--- src/design/pcfd_pkg.sv ---
`timescale 1ns / 1ps

package pcfd_pkg;

   localparam int CAP_W    = 16;
   localparam int TOTAL_W  = 17;
   localparam int FREQ_W   = 16;
   localparam int DUTY_W   = 14;
   localparam int CLK_W    = 25;
   localparam int SCALE_W  = 14;
   localparam int PROD_W   = SCALE_W + CAP_W;
   localparam int CSR_A_W  = 2;
   localparam int RSP_D_W  = 80;
   localparam int RSP_U_W  = 2;

   localparam logic [CLK_W-1:0]   CLK_HZ_RESET = CLK_W'(375000);
   localparam logic [SCALE_W-1:0] SCALE_RESET  = SCALE_W'(100);
   localparam logic [FREQ_W-1:0]  FREQ_MAX     = '1;

   typedef enum logic [CSR_A_W-1:0] {
      CSR_CLOCK_HZ   = 2'd0,
      CSR_DUTY_SCALE = 2'd1
   } csr_index_type;

   typedef enum logic [2:0] {
      ST_IDLE,
      ST_SUM,
      ST_MUL,
      ST_DIV
   } state_type;

endpackage

--- src/design/pcfd_mul.sv ---
`timescale 1ns / 1ps

module pcfd_mul import pcfd_pkg::*; (
   input  logic               clock,
   input  logic               reset,
   input  logic               start,
   input  logic [SCALE_W-1:0] multiplicand,
   input  logic [CAP_W-1:0]   multiplier,
   output logic               busy,
   output logic [PROD_W-1:0]  product
);

   localparam int CNT_W = $clog2(CAP_W + 1);

   logic               busy_ff, busy_in;
   logic [CNT_W-1:0]   cnt_ff, cnt_in;
   logic [SCALE_W-1:0] mcand_ff, mcand_in;
   logic [SCALE_W-1:0] upper_ff, upper_in;
   logic [CAP_W-1:0]   lower_ff, lower_in;
   logic [SCALE_W:0]   sum;

   // one multiplier bit per cycle, lsb first, partial sum shifts right
   always_comb begin
      sum      = {1'b0, upper_ff} + (lower_ff[0] ? {1'b0, mcand_ff} : '0);
      busy_in  = busy_ff;
      cnt_in   = cnt_ff;
      mcand_in = mcand_ff;
      upper_in = upper_ff;
      lower_in = lower_ff;
      if (start) begin
         busy_in  = 1'b1;
         cnt_in   = CNT_W'(CAP_W);
         mcand_in = multiplicand;
         upper_in = '0;
         lower_in = multiplier;
      end else if (busy_ff) begin
         upper_in = sum[SCALE_W:1];
         lower_in = {sum[0], lower_ff[CAP_W-1:1]};
         cnt_in   = cnt_ff - 1'b1;
         if (cnt_ff == CNT_W'(1)) begin
            busy_in = 1'b0;
         end
      end
   end

   always_ff @(posedge clock) begin
      if (reset) begin
         busy_ff <= 1'b0;
         cnt_ff  <= '0;
      end else begin
         busy_ff <= busy_in;
         cnt_ff  <= cnt_in;
      end
      mcand_ff <= mcand_in;
      upper_ff <= upper_in;
      lower_ff <= lower_in;
   end

   assign busy    = busy_ff;
   assign product = {upper_ff, lower_ff};

endmodule

--- src/design/pcfd_div.sv ---
`timescale 1ns / 1ps

module pcfd_div import pcfd_pkg::*; #(
   parameter int QUOT_W = FREQ_W
) (
   input  logic               clock,
   input  logic               reset,
   input  logic               start,
   input  logic [TOTAL_W-1:0] divisor,
   input  logic [TOTAL_W-1:0] rem_init,
   input  logic [QUOT_W-1:0]  dividend_lo,
   output logic               busy,
   output logic [QUOT_W-1:0]  quotient
);

   localparam int CNT_W = $clog2(QUOT_W + 1);

   logic               busy_ff, busy_in;
   logic [CNT_W-1:0]   cnt_ff, cnt_in;
   logic [TOTAL_W-1:0] div_ff, div_in;
   logic [TOTAL_W-1:0] rem_ff, rem_in;
   logic [QUOT_W-1:0]  shift_ff, shift_in;
   logic [TOTAL_W+1:0] trial;
   logic               fits;

   // restoring division, one quotient bit per cycle; caller keeps rem_init < divisor, unchecked
   always_comb begin
      trial    = {1'b0, rem_ff, shift_ff[QUOT_W-1]} - {2'b00, div_ff};
      fits     = !trial[TOTAL_W+1];
      busy_in  = busy_ff;
      cnt_in   = cnt_ff;
      div_in   = div_ff;
      rem_in   = rem_ff;
      shift_in = shift_ff;
      if (start) begin
         busy_in  = 1'b1;
         cnt_in   = CNT_W'(QUOT_W);
         div_in   = divisor;
         rem_in   = rem_init;
         shift_in = dividend_lo;
      end else if (busy_ff) begin
         rem_in   = fits ? trial[TOTAL_W-1:0] : {rem_ff[TOTAL_W-2:0], shift_ff[QUOT_W-1]};
         shift_in = {shift_ff[QUOT_W-2:0], fits};
         cnt_in   = cnt_ff - 1'b1;
         if (cnt_ff == CNT_W'(1)) begin
            busy_in = 1'b0;
         end
      end
   end

   always_ff @(posedge clock) begin
      if (reset) begin
         busy_ff <= 1'b0;
         cnt_ff  <= '0;
      end else begin
         busy_ff <= busy_in;
         cnt_ff  <= cnt_in;
      end
      div_ff   <= div_in;
      rem_ff   <= rem_in;
      shift_ff <= shift_in;
   end

   assign busy     = busy_ff;
   assign quotient = shift_ff;

endmodule

--- src/design/pwm_capture_freq_duty.sv ---
`timescale 1ns / 1ps

// channel  direction  handshake                   payload
// req      in         req_tvalid / req_tready     tdata: capture_value
// rsp      out        rsp_tvalid / rsp_tready     tdata: widths, total, frequency, duty
//                                                 tuser: zero_period, stored_high
// csr      in         csr_valid / csr_ready       csr_addr, csr_wdata
//
// an item goes from accept to the next accept in steps: the sum, the multiplier, the start of the
// dividers, the dividers, the load into rsp, and the accept in idle.
// the 16-step frequency divider sets the divide phase; the duty divider runs beside it.
// reset is synchronous; registers return to 375000 Hz and a scale of 100.
// a result waiting on rsp does not block accepts; the load waits until the slot frees.

module pwm_capture_freq_duty import pcfd_pkg::*; (
   input  logic               clock,
   input  logic               reset,
   input  logic               req_tvalid,
   output logic               req_tready,
   input  logic [CAP_W-1:0]   req_tdata,    // [15:0] capture_value
   output logic               rsp_tvalid,
   input  logic               rsp_tready,
   output logic [RSP_D_W-1:0] rsp_tdata,    // [15:0] high_width, [31:16] low_width,
                                            // [48:32] total_width, [64:49] frequency,
                                            // [78:65] duty, [79] pad
   output logic [RSP_U_W-1:0] rsp_tuser,    // [0] zero_period, [1] stored_high
   input  logic               csr_valid,
   output logic               csr_ready,
   input  logic [CSR_A_W-1:0] csr_addr,
   input  logic [CLK_W-1:0]   csr_wdata
);

   state_type state_ff, state_in;

   logic [CLK_W-1:0]   clk_hz_ff, clk_hz_in;
   logic [SCALE_W-1:0] scale_ff, scale_in;
   logic               next_high_ff, next_high_in;
   logic               went_high_ff, went_high_in;
   logic [CAP_W-1:0]   high_ff, high_in;
   logic [CAP_W-1:0]   low_ff, low_in;
   logic [TOTAL_W-1:0] total_ff, total_in;

   logic               rsp_valid_ff, rsp_valid_in;
   logic [RSP_D_W-1:0] rsp_data_ff, rsp_data_in;
   logic [RSP_U_W-1:0] rsp_user_ff, rsp_user_in;

   logic               req_take;
   logic               mul_start, div_start, out_load;
   logic               mul_busy, fdiv_busy, ddiv_busy;
   logic [PROD_W-1:0]  product;
   logic [FREQ_W-1:0]  freq_q;
   logic [DUTY_W-1:0]  duty_q;
   logic               zero;
   logic               freq_sat;
   logic [FREQ_W-1:0]  freq_out;
   logic [DUTY_W-1:0]  duty_out;

   pcfd_mul u_mul (
      .clock        (clock),
      .reset        (reset),
      .start        (mul_start),
      .multiplicand (scale_ff),
      .multiplier   (high_ff),
      .busy         (mul_busy),
      .product      (product)
   );

   pcfd_div #(.QUOT_W(FREQ_W)) u_fdiv (
      .clock       (clock),
      .reset       (reset),
      .start       (div_start),
      .divisor     (total_ff),
      .rem_init    (TOTAL_W'(clk_hz_ff[CLK_W-1:FREQ_W])),
      .dividend_lo (clk_hz_ff[FREQ_W-1:0]),
      .busy        (fdiv_busy),
      .quotient    (freq_q)
   );

   pcfd_div #(.QUOT_W(DUTY_W)) u_ddiv (
      .clock       (clock),
      .reset       (reset),
      .start       (div_start),
      .divisor     (total_ff),
      .rem_init    (TOTAL_W'(product[PROD_W-1:DUTY_W])),
      .dividend_lo (product[DUTY_W-1:0]),
      .busy        (ddiv_busy),
      .quotient    (duty_q)
   );

   // fsm outputs
   always_comb begin
      req_tready = 1'b0;
      mul_start  = 1'b0;
      div_start  = 1'b0;
      out_load   = 1'b0;
      unique case (state_ff)
         ST_IDLE: req_tready = 1'b1;
         ST_SUM:  mul_start  = 1'b1;
         ST_MUL:  div_start  = !mul_busy;
         ST_DIV:  out_load   = !fdiv_busy && !ddiv_busy && (!rsp_valid_ff || rsp_tready);
         default: ;
      endcase
   end

   // fsm next state
   always_comb begin
      state_in = state_ff;
      unique case (state_ff)
         ST_IDLE: if (req_tvalid) begin
            state_in = ST_SUM;
         end
         ST_SUM:  state_in = ST_MUL;
         ST_MUL:  if (!mul_busy) begin
            state_in = ST_DIV;
         end
         ST_DIV:  if (out_load) begin
            state_in = ST_IDLE;
         end
         default: state_in = ST_IDLE;
      endcase
   end

   assign req_take  = req_tvalid && req_tready;
   assign csr_ready = 1'b1;

   always_comb begin
      clk_hz_in = clk_hz_ff;
      scale_in  = scale_ff;
      if (csr_valid) begin
         unique case (csr_addr)
            CSR_CLOCK_HZ:   clk_hz_in = csr_wdata;
            CSR_DUTY_SCALE: scale_in  = csr_wdata[SCALE_W-1:0];
            default: ;
         endcase
      end
   end

   always_comb begin
      next_high_in = next_high_ff;
      went_high_in = went_high_ff;
      high_in      = high_ff;
      low_in       = low_ff;
      total_in     = total_ff;
      if (req_take) begin
         next_high_in = !next_high_ff;
         went_high_in = next_high_ff;
         if (next_high_ff) begin
            high_in = req_tdata;
         end else begin
            low_in = req_tdata;
         end
      end
      if (mul_start) begin
         total_in = {1'b0, high_ff} + {1'b0, low_ff};
      end
   end

   // result assembly
   always_comb begin
      zero         = (total_ff == '0);
      freq_sat     = (TOTAL_W'(clk_hz_ff[CLK_W-1:FREQ_W]) >= total_ff);
      freq_out     = zero ? '0 : (freq_sat ? FREQ_MAX : freq_q);
      duty_out     = zero ? '0 : duty_q;
      rsp_valid_in = rsp_valid_ff;
      rsp_data_in  = rsp_data_ff;
      rsp_user_in  = rsp_user_ff;
      if (rsp_valid_ff && rsp_tready) begin
         rsp_valid_in = 1'b0;
      end
      if (out_load) begin
         rsp_valid_in = 1'b1;
         rsp_data_in  = {1'b0, duty_out, freq_out, total_ff, low_ff, high_ff};
         rsp_user_in  = {went_high_ff, zero};
      end
   end

   always_ff @(posedge clock) begin
      if (reset) begin
         state_ff     <= ST_IDLE;
         clk_hz_ff    <= CLK_HZ_RESET;
         scale_ff     <= SCALE_RESET;
         next_high_ff <= 1'b1;
         high_ff      <= '0;
         low_ff       <= '0;
         rsp_valid_ff <= 1'b0;
      end else begin
         state_ff     <= state_in;
         clk_hz_ff    <= clk_hz_in;
         scale_ff     <= scale_in;
         next_high_ff <= next_high_in;
         high_ff      <= high_in;
         low_ff       <= low_in;
         rsp_valid_ff <= rsp_valid_in;
      end
      went_high_ff <= went_high_in;
      total_ff     <= total_in;
      rsp_data_ff  <= rsp_data_in;
      rsp_user_ff  <= rsp_user_in;
   end

   assign rsp_tvalid = rsp_valid_ff;
   assign rsp_tdata  = rsp_data_ff;
   assign rsp_tuser  = rsp_user_ff;

endmodule

--- config.mk ---
export PLATFORM = sky130hd
export DESIGN_NAME = pwm_capture_freq_duty
export DESIGN_NICKNAME = d
export VERILOG_FILES = /design/src/design/pcfd_pkg.sv /design/src/design/pcfd_mul.sv /design/src/design/pcfd_div.sv /design/src/design/pwm_capture_freq_duty.sv
export SDC_FILE = /design/constraint.sdc
export NUM_CORES = 1
export LEC_CHECK = 0
export BUFFER_PORTS_ARGS = -buffer_cell sky130_fd_sc_hd__buf_4
export CORE_MARGIN = 2
export CORE_UTILIZATION = 40
export DETAILED_ROUTE_END_ITERATION = 6
export PLACE_DENSITY = 0.59
export SYNTH_ARGS = -nofsm -noshare
export SYNTH_HDL_FRONTEND = slang
export SYNTH_SLANG_ARGS = --single-unit
export TNS_END_PERCENT = 5
--- constraint.sdc ---
create_clock -name clock -period 14.35 [get_ports clock]
set_input_delay 0.7175 -clock clock [delete_from_list [all_inputs] [get_ports clock]]
set_output_delay 0.7175 -clock clock [all_outputs]
set_load 0.01 [all_outputs]
==> results.md <==
* RD Place Congestion at 0.851
* Critical Path Slowest Stage Cell: a41o_2
* Setup bufs post-CTS at 0
* Vias post-DR at 10778
* Post-DP HPWL at 26.7 mm
* RSZ-0062 raised after global routing: false
* Top Ports at 133
* Yosys reg bits at 316
* Vias per inst at 5.16
* Critical path required time at 14.57 ns
* Ys Warns at 0
* Yosys cell types at 79
* PD cells at 210 nW/um^2
* CP arrival at 3.48 ns
* Main synth FF type: edfxtp_1
* Chip Width at 198 microns
* Final setup viols at 0
* H-tree depth at 2
* # rows at 71
* Crit start category: register
* Final Hold Fails at 0
* CTS tree: built
* Final period utilization at 0.227
* Vias in the first global route at 10566
* Die area at 39400 sq um
* Clock-pin slew on the worst setup and hold paths at 0.06 ns
* Max VDD drop at 0.0000939 V
* Layout area overhead at 17.3%
* Slew Viols, Final at 0
* GR Util All Layers at 0.192
* Final net count at 1686
* ANT nets after route at 0
* Hold Buf Count CTS at 0
* Hold Crit Class: input pin to register
* Drt first pass iters at 5
* Mapped Area at 15100 sq um
* Post-DR wirelength/cell at 18.1 microns
* Die height at 198 microns
* Drt first-iter violations at 687
* Cell family with most CP delay: compound AO/OA/AOI/OAI gates
* Slew HR at 0.212
* Post-Syn Instances at 1440
* TritonCTS buffer count at 35
* CP Cell Sequence: inv_1, ha_1, inv_1, fa_1, a21oi_1, o2bb2ai_1, o41ai_4, a31oi_1, a41o_2, mux2i_1, a21oi_1
* Synth Area per Inst at 10.5 sq um
* N_diodes at 0
* Clk_lat worst skew at 0.52 ns
* Residual DRC at 0
* Clock sinks at 316
* Min cycle time layout at 3.26 ns
* Max Cap Violations at 0
* Top cells by area, synth: edfxtp_1, dfxtp_1, nand2_1
* Most area-hungry cell type in the Yosys netlist: edfxtp_1
* CTS root buf: clkbuf_16
* IO Port Bufs at 130
* Seq/Total Area, Yosys at 0.551
* Share of cells above drive strength 1 at 0.149
* First-pass GRT wire length at 58.9 mm
* Kind of critical path: register to register
* Largest net degree at the start of global routing at 93
* Initial antenna violation count at 1
* Final WL at 37.8 mm
* CTS Buffer Depth at 3
* Core ar. at 37500 sq um
* Max Fclk at 306 MHz
* Setup TNS at 0 ns
* Outcome: finished, final reports clean
* Post-CTS sizing at 0
* Congestion Overflow GR at 0
* Asr flop ratio synth at 0
* Least-Margin Pin Slew at 1.18 ns
* Post-synth EDFFs at 201
* Hold_ws at 0.425 ns
* Crit path max fanout at 23
* Post-synth top area share at 0.399
* Clk_skew at 0.0258 ns
* Starting Density at 0.403
* Mapped Nets at 1575
* Setup crit end kind: register
* Worst path bufs/invs at 2
* Leak at 7.11 nW
* Slowest stage delay, CP at 0.52 ns
[worst min-delay path: stages]
cell,delay [ns]
buf_4,0.08
nand2_1,0.04
nand3b_1,0.07
[flip-flops by register name, indices dropped and copies added (netlist names), 16 cells and up]
register,cells
clk_hz_ff,25
u_fdiv.quotient,16
rsp_tdata,79
high_ff,16
total_ff,17
u_mul.lower_ff,16
u_ddiv.rem_ff,17
low_ff,16
u_ddiv.div_ff,17
u_fdiv.rem_ff,17
[cell usage in the layout (no fill, tap or decap), types with 20 or more instances in the layout]
cell type and count:
mux2i_1 28, xnor2_1 37, a21oi_1 118, xor2_1 20
o21ai_1 27, ha_1 82, nor3_1 24, buf_4 142
and2_1 29, edfxtp_1 201, nor2_1 72, dfxtp_1 115
o21ai_0 45, nand2_1 291, clkbuf_16 37, inv_1 62
[where the power goes]
part           switching, mW  internal (mW)
clock                  0.364          0.554
sequential             0.163           1.29
combinational          0.793          0.558
total                   1.32           2.40
[area by class of cell]
type | instances | area [sq um]
inverters | 64 | 241
repair buffers | 142 | 1070
well taps | 511 | 639
fillers | 3496 | 19800
clock buffers | 51 | 1030
multi-input cells | 992 | 6270
flip-flops and latches | 316 | 8340
clock inverters | 12 | 150
[metrics by stage]
stage                      util  worst slack [ns]  std cells  power [mW]  instance area [sq um]
final                     0.473             11.09       2088        3.72                  17700
after global routing      0.473             10.90       2088        3.96                  17700
after CTS                 0.473             11.12       2088        3.74                  17700
after detailed placement  0.442             11.14       2025        2.81                  16600
after global placement    0.442             11.25       2025        2.78                  16600
after floorplan               -              4.47       1440        2.47                  15100
[synthesized netlist by cell type (5+ instances only)]
cell type / number
a21o_1: 16
nor3_1: 24
edfxtp_1: 201
mux2i_1: 28
inv_1: 62
nor2b_1: 11
and2_1: 29
o21a_1: 14
o31ai_1: 8
clkbuf_1: 55
buf_1: 6
nor4_1: 5
xor2_1: 20
mux2_2: 16
xnor2_1: 37
a211oi_1: 9
nand2_1: 291
nand3_1: 12
nor2_1: 72
o21ai_0: 45
a31oi_1: 10
o21bai_1: 8
dfxtp_1: 115
a21oi_1: 118
nand3b_1: 13
nand2b_1: 12
ha_1: 83
o21ai_1: 27
[per-layer routing]
metal / GRT usage / vias to the layer above / routed length [microns]
met5: 0 / - / 0
met4: 0.0456 / 0 / 696
met3: 0.0300 / 53 / 1900
met2: 0.296 / 251 / 16900
met1: 0.283 / 5150 / 18300
li1: - / 5324 / -
[final timing paths]
kind | start | to | slack, ns | cells after the start
setup / recovery | u_ddiv.quotient[13] | u_ddiv.rem_ff[5] | 11.09 | 11
hold / removal | csr_wdata[15] | clk_hz_ff[15] | 0.42 | 3
setup reg to reg | u_ddiv.quotient[13] | u_ddiv.rem_ff[5] | 11.09 | 11
hold reg to reg | scale_ff[2] | u_mul.mcand_ff[2] | 0.44 | 0
[cell families (layout without fill, tap and decap cells)]
logic type	after synthesis	in the layout	share of synthesized area
simple gates	495	495	0.145
flops	316	316	0.551
compound gates	307	307	0.130
buf+inv	132	269	0.0357
fa+ha+maj	87	87	0.0740
xor+xnor	57	57	0.0330
mux	44	44	0.0304
other cells	2	2	0.000497
No activity file was read; power rests on OpenSTA's default activity.
